`config.mk`:
```
export PLATFORM = sky130hd
export DESIGN_NAME = pljos_group
export DESIGN_NICKNAME = d
export VERILOG_FILES = /design/src/hw/rtl/pljos_pkg.sv /design/src/hw/rtl/pljos_group.sv
export SDC_FILE = /design/constraint.sdc
export NUM_CORES = 1
export LEC_CHECK = 0
export CAP_MARGIN = 20
export CORE_AREA = 2 2 223 225
export CTS_CLUSTER_DIAMETER = 50
export DETAILED_ROUTE_END_ITERATION = 12
export DIE_AREA = 0 0 225 227
export DONT_BUFFER_PORTS = 1
export PLACE_DENSITY = 0.3
export REMOVE_ABC_BUFFERS = 1
export SLEW_MARGIN = 40
export SYNTH_ARGS = -nofsm -noshare
export SYNTH_HDL_FRONTEND = slang
export SYNTH_SLANG_ARGS = --single-unit
```
`constraint.sdc`:
```
create_clock -name clock -period 0.9 [get_ports clock]
set_input_delay 0.135 -clock clock [delete_from_list [all_inputs] [get_ports clock]]
set_output_delay 0.135 -clock clock [all_outputs]
set_load 0.02 [all_outputs]
```
`src/hw/rtl/pljos_pkg.sv`:
```
// ----------------------------------------------------------------------------
// pljos_pkg
// Types, sizes and codes shared by the positional list engine: item and
// result formats, cell commands, group summaries and controller states.
// ----------------------------------------------------------------------------
package pljos_pkg;

   localparam int CAPACITY = 128;
   localparam int DATA_W   = 32;
   localparam int IDX_W    = $clog2(CAPACITY);
   localparam int CNT_W    = $clog2(CAPACITY + 1);
   localparam int GROUP    = 16;
   localparam int GRP_W    = $clog2(GROUP);
   localparam int NGROUP   = (CAPACITY + GROUP - 1) / GROUP;
   localparam int NPAD     = NGROUP * GROUP;
   localparam int SUM_W    = ((IDX_W > 8) ? IDX_W : 8) + 1;
   localparam int SCNT_W   = $clog2(SUM_W + 1);
   localparam int CMP_W    = ((CNT_W > 8) ? CNT_W : 8) + 1;
   localparam int CSR_ADDR_W = 3;

   localparam logic [2:0] MODE_INSERT     = 3'd0;
   localparam logic [2:0] MODE_DELETE     = 3'd1;
   localparam logic [2:0] MODE_LOCATE     = 3'd2;
   localparam logic [2:0] MODE_ELIM_FIRST = 3'd3;
   localparam logic [2:0] MODE_ELIM_NEXT  = 3'd4;

   localparam logic [1:0] STATUS_OK     = 2'd0;
   localparam logic [1:0] STATUS_FULL   = 2'd1;
   localparam logic [1:0] STATUS_BADPOS = 2'd2;
   localparam logic [1:0] STATUS_EMPTY  = 2'd3;

   localparam logic REG_STEP  = 1'b0;
   localparam logic REG_START = 1'b1;

   typedef struct packed {
      logic [2:0]               mode;
      logic [7:0]               position;
      logic signed [DATA_W-1:0] value;
   } req_type;

   typedef struct packed {
      logic [1:0]               status;
      logic [7:0]               found_position;
      logic signed [DATA_W-1:0] out_value;
      logic [7:0]               list_length;
   } rsp_type;

   typedef enum logic [2:0] {
      CELL_HOLD,
      CELL_INSERT,
      CELL_DELETE,
      CELL_MATCH,
      CELL_PICK
   } cell_op_type;

   typedef struct packed {
      cell_op_type       op;
      logic [IDX_W-1:0]  tgt;
      logic [DATA_W-1:0] key;
      logic [CNT_W-1:0]  count;
   } cell_cmd_type;

   typedef struct packed {
      logic              hit;
      logic [GRP_W-1:0]  lidx;
      logic [DATA_W-1:0] value;
   } group_sum_type;

   typedef enum logic [2:0] {
      ST_IDLE,
      ST_DECODE,
      ST_REDUCE,
      ST_PICK,
      ST_GATHER,
      ST_DONE
   } state_type;

endpackage

```
`src/hw/rtl/pljos_group.sv`:
```
// ----------------------------------------------------------------------------
// pljos_group
// Registered summary of one group of cells: any hit, the first hit's local
// index and the OR of the values of the hit cells.
// ----------------------------------------------------------------------------
module pljos_group import pljos_pkg::*; (
   input  logic                          clock,
   input  logic [GROUP-1:0]              hits,
   input  logic [GROUP-1:0][DATA_W-1:0]  values,
   output group_sum_type                 summary
);

   group_sum_type summary_ff;
   group_sum_type summary_in;

   always_comb begin
      summary_in.hit   = |hits;
      summary_in.lidx  = '0;
      summary_in.value = '0;
      for (int k = GROUP - 1; k >= 0; k--) begin
         if (hits[k]) begin
            summary_in.lidx = GRP_W'(k);
         end
      end
      for (int k = 0; k < GROUP; k++) begin
         summary_in.value = summary_in.value | (values[k] & {DATA_W{hits[k]}});
      end
   end

   always_ff @(posedge clock) begin
      summary_ff <= summary_in;
   end

   assign summary = summary_ff;

endmodule

```
==> metrics.cfg <==
[outcome]
status=finished with violations
violations=negative hold slack, negative setup slack

[setup_path]
path_buf_inv=1
path_class=in -> reg
critPathTopFamily=buffers and inverters
end_kind=register
cp.required_ns=1.10
worst_setup_path_start_kind=primary input
path_cells=dlygate4sd3_1 -> a221oi_2 -> nand4_1
worstPathArrival_ns=1.15
crit_fanout=1
slowest_stage=dlygate4sd3_1
cpPeakStageDelay_ns=0.60

[place]
place_inst=998
detailed_place_hpwl_um=22800
gp_congestion=0.898
port_buffers=0

[run]
cap_violations=0

[clock_network]
cts_tree=done
htree_levels=2
clk_pin_slew_ns=0.07
cts_sinks=37
cts_buffers=5
cts_setup_buffers=0
clk_path_buf_depth=2
root_buffer=clkbuf_16

[route]
wl_um=35600
vias=5311
drcViolationCount=0
drtAntennaViolNets=0
drt_first_pass_iters=5
drt_iter0_drc=411
avgRoutedWirePerCell_um=32.2
viasPerCell=4.80

[timing]
setup_viol=8
min_period_ns=0.948
fmax_mhz=1050
finalHoldViolations=32
tightestPinTransition_ns=0.513
slew_viol_final=0
fin_ws_ns=-0.0480
timing.hold.ws_ns=-0.0715
max_slew_margin=0.658
rsz0062_at_grt=true
finalCritPeriodShare=1.05

[power]
peakVddDrop_uv=585
p_switching_mw=1.69
p_leak_nw=1.80
p_int_mw=3.81
power_mw=5.50
p_sw_frac=0.308
power_density_nw_per_um2=949
seqPwrFrac=0.307
share_comb_of_total_power=0.305
power_frac_clock=0.388

[global_route]
grtUsageMet3=0.0454
grt_pass1_vias=5415
grt_pass1_wl_um=44600
antenna_found_initial=6
globalRouteTotalUtil=0.129
grtUsageMet1=0.137
grt_start_max_net_pins=37
use_met2=0.224
grt_busiest_layer=met2
overflow=0

[logic_synthesis]
synth-edff-count=0
ys_ff_latch=37
synthTopCellsByArea=a22o_1, a221oi_1, dfxtp_1, buf_6, a221oi_2
syn-cell-area_um2=4050
synth.top_cells.by_count=a22o_1, a221oi_1, dfxtp_1
yosysSeqAreaShare=0.183
synth-main-ff-cell=dfxtp_1
synth_most_common_cell=a22o_1
ys.warnings.count=0
ys_types=22
synthArstFlopShare=0
syn-instance-count=423
synth_top_cell_by_area=a22o_1
syn_area_per_cell_um2=9.58
synth_top_area_frac=0.277

[floorplanning]
num_io_pins=566
die_h_um=227
coreArea_um2=48500
die_area_um2=51100
die_width_um=225
initial_core_util=0.0835
core.rowCount=81

[layout]
drive_gt1_frac=0.234
fillers=5534
syn_to_final_growth_pct=43.0
final_cells=1106
seqCellArea_um2=810
final_nets=1007
multi_input_area_um2=2910
largest_reg_flops=37

[worst_hold_path]
hold_path.class=in -> reg

==> worst paths after layout <==
check / startpoint / to / slack [ns] / cells after the start
max: values[228] / summary[4] / -0.05 / 3
min: hits[8] / summary[32] / -0.07 / 1
==> per-stage QoR <==
step / worst slack, ns / hold slack [ns] / cell area [µm²] / TNS, ns / utilization
global route: -0.0419 / -0.108 / 5790 / -0.123 / 0.119
finish: -0.0480 / -0.0715 / 5790 / -0.133 / 0.119
CTS: -0.00932 / -0.125 / 5500 / -0.0267 / 0.113
global placement: -0.420 / 0.261 / 4390 / -1.93 / 0.0904
floorplan: 0.130 / 0.236 / 3480 / 0 / -
detailed placement: -0.472 / 0.263 / 4390 / -2.11 / 0.0904
==> placed cells by master, fill, tap and decap left out <==
master	n
a22o_1	128
dlygate4sd3_1	88
a221oi_1	81
a221oi_2	47
nand4_1	33
dfxtp_2	28
buf_4	17
dfxtp_4	9
nor2_1	8
diode_2	6
clkbuf_16	6
nand2_1	5
dlymetal6s4s_1	5
inv_1	4
a21oi_1	4
o21ai_0	2
o31ai_1	2
nor2_2	1
nor4_4	1
nor3_1	1
o31a_1	1
o22a_1	1
a31oi_1	1
nand3_1	1
nor3b_2	1
clkbuf_8	1
clkbuf_1	1
buf_16	1
==> power by group through the flow <==
stage / logic [mW] / clock network, mW / registers (mW)
5_1_grt: 1.78 / 2.38 / 1.69
2_1_floorplan: 0.862 / 0 / 1.74
3_5_place_dp: 1.15 / 0 / 1.75
3_3_place_gp: 1.14 / 0 / 1.75
4_1_cts: 1.53 / 2.37 / 1.69
6_report: 1.68 / 2.13 / 1.69
==> what timing repair did <==
item	CTS	global route
setup endpoints to repair	38	28
cloned	0	1
pin swaps	0	19
resized for setup	46	36
hold buffers	89	5
hold endpoints to repair	34	32
==> logic make-up after synthesis <==
| kind of cell | share of synthesized area |
|---|---|
| AO/OA/AOI/OAI | 0.598 |
| buffers and inverters | 0.144 |
| flip-flops | 0.183 |
| AND/OR/NAND/NOR | 0.0747 |
==> cell type report <==
class                   instances  share of cell area
multi-input cells             318               0.502
diodes                          6             0.00259
flip-flops and latches         37               0.140
well taps                     622               0.134
clock buffers                   7              0.0246
repair buffers                112               0.194
inverters                       4             0.00259
==> routing by layer <==
metal	share of wire	up-vias
met5	0	-
met4	0.050	0
met3	0.092	108
met2	0.49	518
met1	0.37	2627
li1	-	2058
Power figures use the tool's default switching activity.
