--- src/hw/rtl/pljos_pkg.sv ---
// ----------------------------------------------------------------------------
// pljos_pkg
// Types, sizes and codes shared by the positional list engine: item and
// result formats, cell commands, group summaries and controller states.
// ----------------------------------------------------------------------------
package pljos_pkg;

   localparam int CAPACITY = 128;
   localparam int DATA_W   = 32;
   localparam int IDX_W    = $clog2(CAPACITY);
   localparam int CNT_W    = $clog2(CAPACITY + 1);
   localparam int GROUP    = 16;
   localparam int GRP_W    = $clog2(GROUP);
   localparam int NGROUP   = (CAPACITY + GROUP - 1) / GROUP;
   localparam int NPAD     = NGROUP * GROUP;
   localparam int SUM_W    = ((IDX_W > 8) ? IDX_W : 8) + 1;
   localparam int SCNT_W   = $clog2(SUM_W + 1);
   localparam int CMP_W    = ((CNT_W > 8) ? CNT_W : 8) + 1;
   localparam int CSR_ADDR_W = 3;

   localparam logic [2:0] MODE_INSERT     = 3'd0;
   localparam logic [2:0] MODE_DELETE     = 3'd1;
   localparam logic [2:0] MODE_LOCATE     = 3'd2;
   localparam logic [2:0] MODE_ELIM_FIRST = 3'd3;
   localparam logic [2:0] MODE_ELIM_NEXT  = 3'd4;

   localparam logic [1:0] STATUS_OK     = 2'd0;
   localparam logic [1:0] STATUS_FULL   = 2'd1;
   localparam logic [1:0] STATUS_BADPOS = 2'd2;
   localparam logic [1:0] STATUS_EMPTY  = 2'd3;

   localparam logic REG_STEP  = 1'b0;
   localparam logic REG_START = 1'b1;

   typedef struct packed {
      logic [2:0]               mode;
      logic [7:0]               position;
      logic signed [DATA_W-1:0] value;
   } req_type;

   typedef struct packed {
      logic [1:0]               status;
      logic [7:0]               found_position;
      logic signed [DATA_W-1:0] out_value;
      logic [7:0]               list_length;
   } rsp_type;

   typedef enum logic [2:0] {
      CELL_HOLD,
      CELL_INSERT,
      CELL_DELETE,
      CELL_MATCH,
      CELL_PICK
   } cell_op_type;

   typedef struct packed {
      cell_op_type       op;
      logic [IDX_W-1:0]  tgt;
      logic [DATA_W-1:0] key;
      logic [CNT_W-1:0]  count;
   } cell_cmd_type;

   typedef struct packed {
      logic              hit;
      logic [GRP_W-1:0]  lidx;
      logic [DATA_W-1:0] value;
   } group_sum_type;

   typedef enum logic [2:0] {
      ST_IDLE,
      ST_DECODE,
      ST_REDUCE,
      ST_PICK,
      ST_GATHER,
      ST_DONE
   } state_type;

endpackage

--- src/hw/rtl/pljos_cell.sv ---
// ----------------------------------------------------------------------------
// pljos_cell
// One list entry. Shifts up or down with its neighbors, loads a new value,
// and flags a match or a selection against a broadcast command.
// ----------------------------------------------------------------------------
module pljos_cell import pljos_pkg::*; (
   input  logic              clock,
   input  cell_cmd_type      cmd,
   input  logic [IDX_W-1:0]  cell_index,
   input  logic [DATA_W-1:0] left_value,
   input  logic [DATA_W-1:0] right_value,
   output logic [DATA_W-1:0] value,
   output logic              hit
);

   logic [DATA_W-1:0] value_ff;
   logic [DATA_W-1:0] value_in;
   logic              in_list;

   assign in_list = CNT_W'(cell_index) < cmd.count;

   always_comb begin
      value_in = value_ff;
      hit      = 1'b0;
      unique case (cmd.op)
         CELL_INSERT: begin
            if (cell_index > cmd.tgt) begin
               value_in = left_value;
            end else if (cell_index == cmd.tgt) begin
               value_in = cmd.key;
            end
         end
         CELL_DELETE: begin
            if (cell_index >= cmd.tgt) begin
               value_in = right_value;
            end
         end
         CELL_MATCH: hit = in_list && (value_ff == cmd.key);
         CELL_PICK:  hit = (cell_index == cmd.tgt);
         default:    hit = 1'b0;
      endcase
   end

   always_ff @(posedge clock) begin
      value_ff <= value_in;
   end

   assign value = value_ff;

endmodule

--- config.mk ---
export PLATFORM = sky130hd
export DESIGN_NAME = pljos_cell
export DESIGN_NICKNAME = d
export VERILOG_FILES = /design/src/hw/rtl/pljos_pkg.sv /design/src/hw/rtl/pljos_cell.sv
export SDC_FILE = /design/constraint.sdc
export NUM_CORES = 1
export LEC_CHECK = 0
export BUFFER_PORTS_ARGS = -buffer_cell sky130_fd_sc_hd__buf_2
export CORE_MARGIN = 2
export CORE_UTILIZATION = 40
export DETAILED_ROUTE_END_ITERATION = 16
export PLACE_DENSITY = 0.78
export SKIP_LAST_GASP = 1
export SYNTH_ARGS = -nofsm -noshare
export SYNTH_HDL_FRONTEND = slang
export SYNTH_SLANG_ARGS = --single-unit
--- constraint.sdc ---
create_clock -name clock -period 4.9 [get_ports clock]
set_input_delay 0.49 -clock clock [delete_from_list [all_inputs] [get_ports clock]]
set_output_delay 0.49 -clock clock [all_outputs]
set_load 0.05 [all_outputs]
==> impl_metrics.tcl <==
set metrics [dict create \
    cp.required_ns 4.41 \
    holdCritPathClass "primary input to flop" \
    gp_congestion 0.7849 \
    path_class "flop to output port" \
    worst_slack_ns 2.135 \
    portBuffers 154 \
    grt_antenna_before_repair 0 \
    powerDensity_nw_per_um2 255.9 \
    cts_resized 0 \
    path_common_cell "nor4_1" \
    report.final.slew_viol_count 0 \
    grt_setup_unrepaired "false" \
    grt_pass1_wl_mm 9.646 \
    crit_chain "xor2_1, nor4_1, nand4_1, nor4_1, a32o_1, buf_2" \
    syn_nets 371 \
    dp_hpwl_mm 5.135 \
    nets 524 \
    cts_root_buf "clkbuf_8" \
    via_per_inst 4.866 \
    synthCells 236 \
    ant_nets 0 \
    post-route-min-period_ns 2.765 \
    critPathLaunchType "flop" \
    synth_seq_cells 32 \
    synth_edf_count 32 \
    max_cap_viol_count 0 \
    critPathLaunch "value[18]$_DFFE_PP_" \
    critPathArrivalTime_ns 2.27 \
    dieHeight_um 81.20 \
    area_growth_pct 37.69 \
    crit_slowest_cell "edfxtp_1" \
    die_w_um 81.20 \
    status "finished, final reports clean" \
    drt_first_pass_iters 4 \
    critPathBufInv 1 \
    synth_area_leaders "edfxtp_1 40%, mux2i_1 13%, xor2_1 9.2%" \
    clock_path_buffers 2 \
    ys.flop_type "edfxtp_1" \
    place_ws_ns 2.284 \
    cts_tree "done" \
    grt_util_all_layers_pct 19.29 \
    drt_iter0_drc 79 \
    cpPeakStageDelay_ns 0.42 \
    hold_violations 0 \
    hold_start "right_value[5]" \
    ios 155 \
    ys_types 26 \
    core_um2 5851 \
    hold_ws_ns 0.5383 \
    cp_max_fo 2 \
    overflow 0 \
    n_antenna_cell 0 \
    cts_max_level 2 \
    drive_above_1_share_pct 42.93 \
    cts_made_buffers 5 \
    fmax_mhz 361.7 \
    grt_pass1_vias 2150 \
    nFillCells 540 \
    yosysTopAreaCell "edfxtp_1" \
    seq_area_frac_synth_pct 40.31 \
    cp_top_family "simple AND/OR/NAND/NOR gates" \
    synth-warning-count 0 \
    slew-limit-headroom_pct 28.79 \
    clock-sinks 32 \
    avgRoutedWirePerCell_um 13.75 \
    synth_common_cells "34 x a21oi_1, 34 x nor2_1, 32 x edfxtp_1, 32 x mux2i_1, 25 x xor2_1" \
    totalWireLength_mm 6.379 \
    die-area_um2 6593 \
    worst_pin_slew_ns 1.068 \
    largest_reg_flops 32 \
    rows 28 \
    ff_latch_area_um2 960.9 \
    finalSetupViolCount 0 \
    cts_setup_buffers 0 \
    postSynthAreaPerCell_um2 10.10 \
    async_reset_ff_share_pct 0 \
    drc_errors 0 \
    holdBufCountCts 0 \
    ir_drop_mv 0.1736 \
    syn-cell-area_um2 2384 \
    vias 2258 \
    multiInputGateArea_um2 1300 \
    grt_max_degree 65 \
    post-route-period-util_pct 56.43 \
    end_kind "output port" \
    clkSlewWorstSetupHoldPaths_ns 0.07 \
    start_util_pct 40.74 \
    leakage_uw 0.001624 \
    tns_ns 0 \
    synth_top_area_share_pct 40.31 \
]
-- worst min-delay path, stage by stage --
cell and delay, ns:
buf_2 0.07, nor2_1 0.03, a21oi_1 0.10
-- report_power, final --
| group | total (uW) | switching (uW) | internal, uW |
|---|---|---|---|
| clock | 186 | 89.7 | 96.4 |
| combinational | 303 | 185 | 118 |
| sequential | 351 | 14.8 | 336 |
| total | 840 | 290 | 550 |
-- per-layer routing --
metal / share of wire (%) / up-vias / track usage, %
met5: 0 / - / 0
met4: 0.80 / 0 / 4.746
met3: 8.8 / 4 / 5.667
met2: 53 / 94 / 36.28
met1: 38 / 1008 / 21.12
li1: - / 1152 / -
-- worst paths after layout --
check,cells past startpoint,end,slack [ns]
hold / removal,3,value[5]$_DFFE_PP_,0.54
setup / recovery,6,hit,2.14
-- placed cells by master, fill, tap and decap left out, drive strengths merged, types with 2 or more instances in the layout --
cell type / Yosys / layout
edfxtp: 32 / 32
clkbuf: 7 / 6
and4: 2 / 2
and3b: 2 / 2
ha: 13 / 13
a21oi: 35 / 35
nand4: 4 / 4
inv: 17 / 17
nand2: 3 / 3
o21a: 3 / 3
a31oi: 2 / 2
buf: 3 / 156
nor2: 34 / 34
xnor2: 7 / 7
nor4: 7 / 7
o21ai: 2 / 2
xor2: 25 / 25
mux2i: 32 / 32
-- kinds of logic (layout without fill, tap and decap cells) --
group / count (synthesis) / count (layout) / synth area share, %
AO/OA/AOI/OAI: 46 / 46 / 11.60
XOR/XNOR: 32 / 32 / 11.76
adder cells (fa/ha/maj): 13 / 13 / 6.824
buffers and inverters: 27 / 180 / 5.197
flip-flops: 32 / 32 / 40.31
multiplexers: 32 / 32 / 13.44
AND/OR/NAND/NOR: 54 / 54 / 10.87
-- metrics by stage --
step	cell area (um^2)	util, %	total power (uW)	std cells
floorplan	2384	-	561.6	236
global placement	3204	54.77	654.1	457
detailed placement	3204	54.77	661.8	457
CTS	3282	56.09	849.3	464
global route	3282	56.09	887.5	464
finish	3282	56.09	839.9	464
-- area by class of cell --
type	instances	area share [%]
multi-input combinational	177	39.61
timing repair buffer	156	23.94
clock buffer	6	2.211
inverter	17	1.944
sequential	32	29.28
clock inverter	1	0.1525
tap	75	2.859
(Power assumes the default switching activity.)
