## src/hw/rtl/pljos_pkg.sv

```systemverilog
// ----------------------------------------------------------------------------
// pljos_pkg
// Types, sizes and codes shared by the positional list engine: item and
// result formats, cell commands, group summaries and controller states.
// ----------------------------------------------------------------------------
package pljos_pkg;

   localparam int CAPACITY = 128;
   localparam int DATA_W   = 32;
   localparam int IDX_W    = $clog2(CAPACITY);
   localparam int CNT_W    = $clog2(CAPACITY + 1);
   localparam int GROUP    = 16;
   localparam int GRP_W    = $clog2(GROUP);
   localparam int NGROUP   = (CAPACITY + GROUP - 1) / GROUP;
   localparam int NPAD     = NGROUP * GROUP;
   localparam int SUM_W    = ((IDX_W > 8) ? IDX_W : 8) + 1;
   localparam int SCNT_W   = $clog2(SUM_W + 1);
   localparam int CMP_W    = ((CNT_W > 8) ? CNT_W : 8) + 1;
   localparam int CSR_ADDR_W = 3;

   localparam logic [2:0] MODE_INSERT     = 3'd0;
   localparam logic [2:0] MODE_DELETE     = 3'd1;
   localparam logic [2:0] MODE_LOCATE     = 3'd2;
   localparam logic [2:0] MODE_ELIM_FIRST = 3'd3;
   localparam logic [2:0] MODE_ELIM_NEXT  = 3'd4;

   localparam logic [1:0] STATUS_OK     = 2'd0;
   localparam logic [1:0] STATUS_FULL   = 2'd1;
   localparam logic [1:0] STATUS_BADPOS = 2'd2;
   localparam logic [1:0] STATUS_EMPTY  = 2'd3;

   localparam logic REG_STEP  = 1'b0;
   localparam logic REG_START = 1'b1;

   typedef struct packed {
      logic [2:0]               mode;
      logic [7:0]               position;
      logic signed [DATA_W-1:0] value;
   } req_type;

   typedef struct packed {
      logic [1:0]               status;
      logic [7:0]               found_position;
      logic signed [DATA_W-1:0] out_value;
      logic [7:0]               list_length;
   } rsp_type;

   typedef enum logic [2:0] {
      CELL_HOLD,
      CELL_INSERT,
      CELL_DELETE,
      CELL_MATCH,
      CELL_PICK
   } cell_op_type;

   typedef struct packed {
      cell_op_type       op;
      logic [IDX_W-1:0]  tgt;
      logic [DATA_W-1:0] key;
      logic [CNT_W-1:0]  count;
   } cell_cmd_type;

   typedef struct packed {
      logic              hit;
      logic [GRP_W-1:0]  lidx;
      logic [DATA_W-1:0] value;
   } group_sum_type;

   typedef enum logic [2:0] {
      ST_IDLE,
      ST_DECODE,
      ST_REDUCE,
      ST_PICK,
      ST_GATHER,
      ST_DONE
   } state_type;

endpackage

```

## src/hw/rtl/pljos_mod.sv

```systemverilog
// ----------------------------------------------------------------------------
// pljos_mod
// Restoring remainder unit: one numerator bit per cycle, done pulses in the
// cycle after the last step with the remainder held.
// ----------------------------------------------------------------------------
module pljos_mod import pljos_pkg::*; (
   input  logic              clock,
   input  logic              reset,
   input  logic              start,
   input  logic [SUM_W-1:0]  numer,
   input  logic [CNT_W-1:0]  denom,
   output logic              done,
   output logic [IDX_W-1:0]  rem
);

   logic              busy_ff, busy_in;
   logic              done_ff, done_in;
   logic [SCNT_W-1:0] steps_ff, steps_in;
   logic [SUM_W-1:0]  numer_ff, numer_in;
   logic [CNT_W-1:0]  denom_ff, denom_in;
   logic [CNT_W-1:0]  rem_ff, rem_in;
   logic [CNT_W:0]    trial;

   assign trial = {rem_ff, numer_ff[SUM_W-1]};

   always_comb begin
      busy_in  = busy_ff;
      done_in  = 1'b0;
      steps_in = steps_ff;
      numer_in = numer_ff;
      denom_in = denom_ff;
      rem_in   = rem_ff;
      if (start) begin
         busy_in  = 1'b1;
         steps_in = SCNT_W'(SUM_W);
         numer_in = numer;
         denom_in = denom;
         rem_in   = '0;
      end else if (busy_ff) begin
         numer_in = numer_ff << 1;
         steps_in = steps_ff - SCNT_W'(1);
         if (trial >= {1'b0, denom_ff}) begin
            rem_in = CNT_W'(trial - {1'b0, denom_ff});
         end else begin
            rem_in = trial[CNT_W-1:0];
         end
         if (steps_ff == SCNT_W'(1)) begin
            busy_in = 1'b0;
            done_in = 1'b1;
         end
      end
   end

   always_ff @(posedge clock) begin
      if (reset) begin
         busy_ff  <= 1'b0;
         done_ff  <= 1'b0;
         steps_ff <= '0;
      end else begin
         busy_ff  <= busy_in;
         done_ff  <= done_in;
         steps_ff <= steps_in;
      end
      numer_ff <= numer_in;
      denom_ff <= denom_in;
      rem_ff   <= rem_in;
   end

   assign done = done_ff;
   assign rem  = rem_ff[IDX_W-1:0];

endmodule

```

## config.mk

```make
export PLATFORM = sky130hd
export DESIGN_NAME = pljos_mod
export DESIGN_NICKNAME = d
export VERILOG_FILES = /design/src/hw/rtl/pljos_pkg.sv /design/src/hw/rtl/pljos_mod.sv
export SDC_FILE = /design/constraint.sdc
export NUM_CORES = 1
export LEC_CHECK = 0
export BUFFER_PORTS_ARGS = -buffer_cell sky130_fd_sc_hd__buf_4
export CAP_MARGIN = 15
export CORE_AREA = 2 2 79 51
export CTS_BUF_LIST = sky130_fd_sc_hd__clkbuf_2 sky130_fd_sc_hd__clkbuf_4 sky130_fd_sc_hd__clkbuf_8
export CTS_CLUSTER_DIAMETER = 100
export DETAILED_ROUTE_END_ITERATION = 10
export DIE_AREA = 0 0 81 53
export PLACE_DENSITY = 0.68
export SLEW_MARGIN = 0
export SYNTH_ARGS = -nofsm -noshare
export SYNTH_HDL_FRONTEND = slang
export SYNTH_SLANG_ARGS = --single-unit
```

## constraint.sdc

```tcl
create_clock -name clock -period 3.8 [get_ports clock]
set_input_delay 0.19 -clock clock [delete_from_list [all_inputs] [get_ports clock]]
set_output_delay 0.19 -clock clock [all_outputs]
set_load 0.01 [all_outputs]
```

==> results.ini <==
[synthesis]
synth_seq_cells=31
synth_top_area_share_pct=31.1
synth_xor_area_share_pct=2.67
synthCells=157
syn-cell-area_sq_um=1640
synth_edf_count=17
synthFlopType=edfxtp_1
synth-compound-area-share_pct=14.2
synth_area_per_cell_sq_um=10.4
async_flop_share_pct=0
synth_top_family_by_area=compound AO/OA/AOI/OAI gates
syn_nets=188
ys_top_cells_by_area=edfxtp_1 31%, dfxtp_1 17%, ha_1 7.6%, mux2_2 5.5%, nor2_1 4.1%
yosysTopAreaCell=edfxtp_1
yosys_warnings=0
synthDistinctLibCells=36
synthAdderAreaFrac_pct=8.85
synthSimpleGateAreaFrac_pct=12.6
synth.mux.area_fraction_pct=6.11
yosysSeqAreaShare_pct=48.2

[power_and_ir_drop]
swShare_pct=23.5
peakVddDrop_mv=0.268
seq_power_share_pct=46.2
p_comb_share_pct=15.1
p_leak_nw=0.827
switchingPower_mw=0.202
power_density_nw_per_um2=441
pwr-share-clk_pct=38.7
internal-power_mw=0.657

[outcome]
status=finished, final reports clean

[cts]
htreeDepth=2
cts_root_buf=clkbuf_8
insertion_delay_ns=0.28
cts_made_buffers=5
cts-resized-gates=0
post_cts_buffers=0
cts.sinks=31
cts_max_path_buffers=2
path_clk_slew_ns=0.06
hold_buffers=0
cts_tree=done

[detailed_routing]
ant_nets=0
drt_wl_total_um=3040
vias_per_cell=5.19
dr.first_iter.drc_count=82
wire_per_inst_um=13.3
vias=1183
dr.pass1.iters=4
drc=0

[setup_path]
critical_path.top_delay_family=compound AO/OA/AOI/OAI gates
path_buf_inv=0
critical_path.startpoint=rem_ff[3]
reg2reg_to=rem_ff[2]
worst_path_most_repeated_cell=a21oi_1
reg2reg_depth=7
path_class=reg -> reg
critPathLaunchType=flop
slowest_stage=a21oi_2
cpPeakStageDelay_ns=0.52
cp-end-kind=flop
crit_path_max_fanout=15
r2r_setup_slack_ns=1.67
critPathArrivalTime_ns=2.28
crit_cells=7
cp_cell_sequence=ha_1 > a21oi_1 > o221ai_1 > a21oi_2 > nor3_1 > a21oi_1 > a211oi_1
r2r-start=rem_ff[3]
crit_required_ns=3.94
endpoint=rem_ff[2]

[sta]
drv_slew=0
hold_viol=0
finalCritPeriodShare_pct=56.1
finalSetupViolCount=0
max_freq_ghz=0.469
setup_tns_ns=0
worst_slew_pin_slew_ns=0.658
hold_slack_ns=0.0817
slew_headroom_pct=56.1
rsz0062_at_grt=false
fin_worst_skew_ns=0.00193
period_minus_slack_ns=2.13

[global_routing]
antenna_found_initial=0
grt_first_pass_wirelength_um=5310
grt_max_degree=29
grt_usage_pct=17.0
grt_overflow=0
grt_pass1_vias=1164

[layout]
multi_input_area_sq_um=728
antenna_cells=0
fillers=317
nets=211
final-seq-area_sq_um=791
area_delta_synth_final_pct=18.8
drive_gt1_share_pct=26.0

[die]
rows=17
start_util_pct=46.4
dieWidth_um=81
io_pins=28
die_h_um=53
die_area_sq_um=4290
core-area_sq_um=3530

[job]
maxCapViolations=0

[min_path]
hp-class=in -> reg

[placement]
port_buffers=27
dp_hpwl_um=2250
gp_congestion=0.812

[worst reg2reg max path: cells and delay by family, from the launching register on]
family,cells,cell delay (ns)
AOI/OAI and AO/OA,5,1.17
adders and majority gates,1,0.36
DFF,1,0.33
and+or+nand+nor,1,0.13
[layout by cell type (no fill, tap or decap), types with 2 or more instances in the layout]
cell type / netlist / routed
xor2_1: 3 / 3
o31a_1: 2 / 2
nand2b_1: 3 / 3
mux2_2: 8 / 8
nor2_1: 18 / 18
a211oi_1: 4 / 4
a21oi_1: 11 / 11
o21ai_0: 6 / 6
ha_1: 10 / 10
edfxtp_1: 17 / 17
inv_1: 13 / 13
clkbuf_8: 0 / 6
o21a_1: 3 / 3
nand2_1: 9 / 9
buf_4: 8 / 27
dfxtp_1: 14 / 14
nor2b_1: 2 / 2
xnor2_1: 2 / 2
nor4b_1: 2 / 2
nor3_1: 3 / 3
[layout make-up]
class                           instances  area share (%)
Sequential cell                        31            40.6
Multi-Input combinational cell        102            37.4
Timing Repair Buffer                   27            10.4
Clock buffer                            6            4.24
Tap cell                               47            3.02
Inverter                               13            2.51
Clock inverter                          2            1.80
[through the flow]
step / cell area, sq um / util, % / power (mW) / instances / setup slack [ns]
floorplan: 1640 / - / 0.495 / 157 / 1.93
global placement: 1830 / 51.8 / 0.528 / 220 / 1.79
detailed placement: 1830 / 51.8 / 0.533 / 220 / 1.69
CTS: 1950 / 55.1 / 0.871 / 228 / 1.66
global route: 1950 / 55.1 / 0.902 / 228 / 1.49
finish: 1950 / 55.1 / 0.859 / 228 / 1.67
[metal layers]
metal | GRT usage, % | part of all wire (%) | vias up
li1 | - | - | 593
met1 | 22.1 | 47 | 548
met2 | 26.4 | 45 | 36
met3 | 4.78 | 5.6 | 6
met4 | 7.63 | 1.8 | 0
met5 | 0 | 0 | -
[how the worst min path moves through the flow]
stage               startpoint           to  cells past startpoint
floorplan                reset      busy_ff                      1
global placement      denom[5]  denom_ff[5]                      1
detailed placement    denom[1]  denom_ff[1]                      1
CTS                   denom[3]  denom_ff[3]                      1
global route          denom[3]  denom_ff[3]                      1
finish                denom[3]  denom_ff[3]                      1
[power by group through the flow]
stage / registers, mW / clock network [mW] / logic, mW
3_5_place_dp: 0.404 / 0 / 0.129
6_report: 0.397 / 0.333 / 0.130
5_1_grt: 0.401 / 0.355 / 0.146
2_1_floorplan: 0.398 / 0 / 0.0972
4_1_cts: 0.397 / 0.344 / 0.130
3_3_place_gp: 0.403 / 0 / 0.125
[flip-flops by register name, indices dropped and copies added, names as in the netlist]
register / count
busy_ff: 1
denom_ff: 8
done: 1
numer_ff: 9
rem_ff: 8
steps_ff: 4
[synthesized netlist by cell type (all sizes together), types with 2 or more instances]
cell,count
o31a,2
ha,10
nor2b,3
dfxtp,14
edfxtp,17
inv,13
o21ai,7
xnor2,2
clkbuf,3
nor3,3
a211oi,4
mux2,8
buf,8
nor2,18
xor2,3
a21oi,12
o21a,3
nor4b,2
nand2,9
nand2b,3
[kinds of logic (layout without fill, tap and decap cells)]
kind of cell,after synthesis,in the layout
flops,31,31
mux,9,9
fa+ha+maj,11,11
buf+inv,24,48
compound gates,35,35
simple gates,42,42
xor+xnor,5,5
No activity file was read; power rests on OpenSTA's default activity.
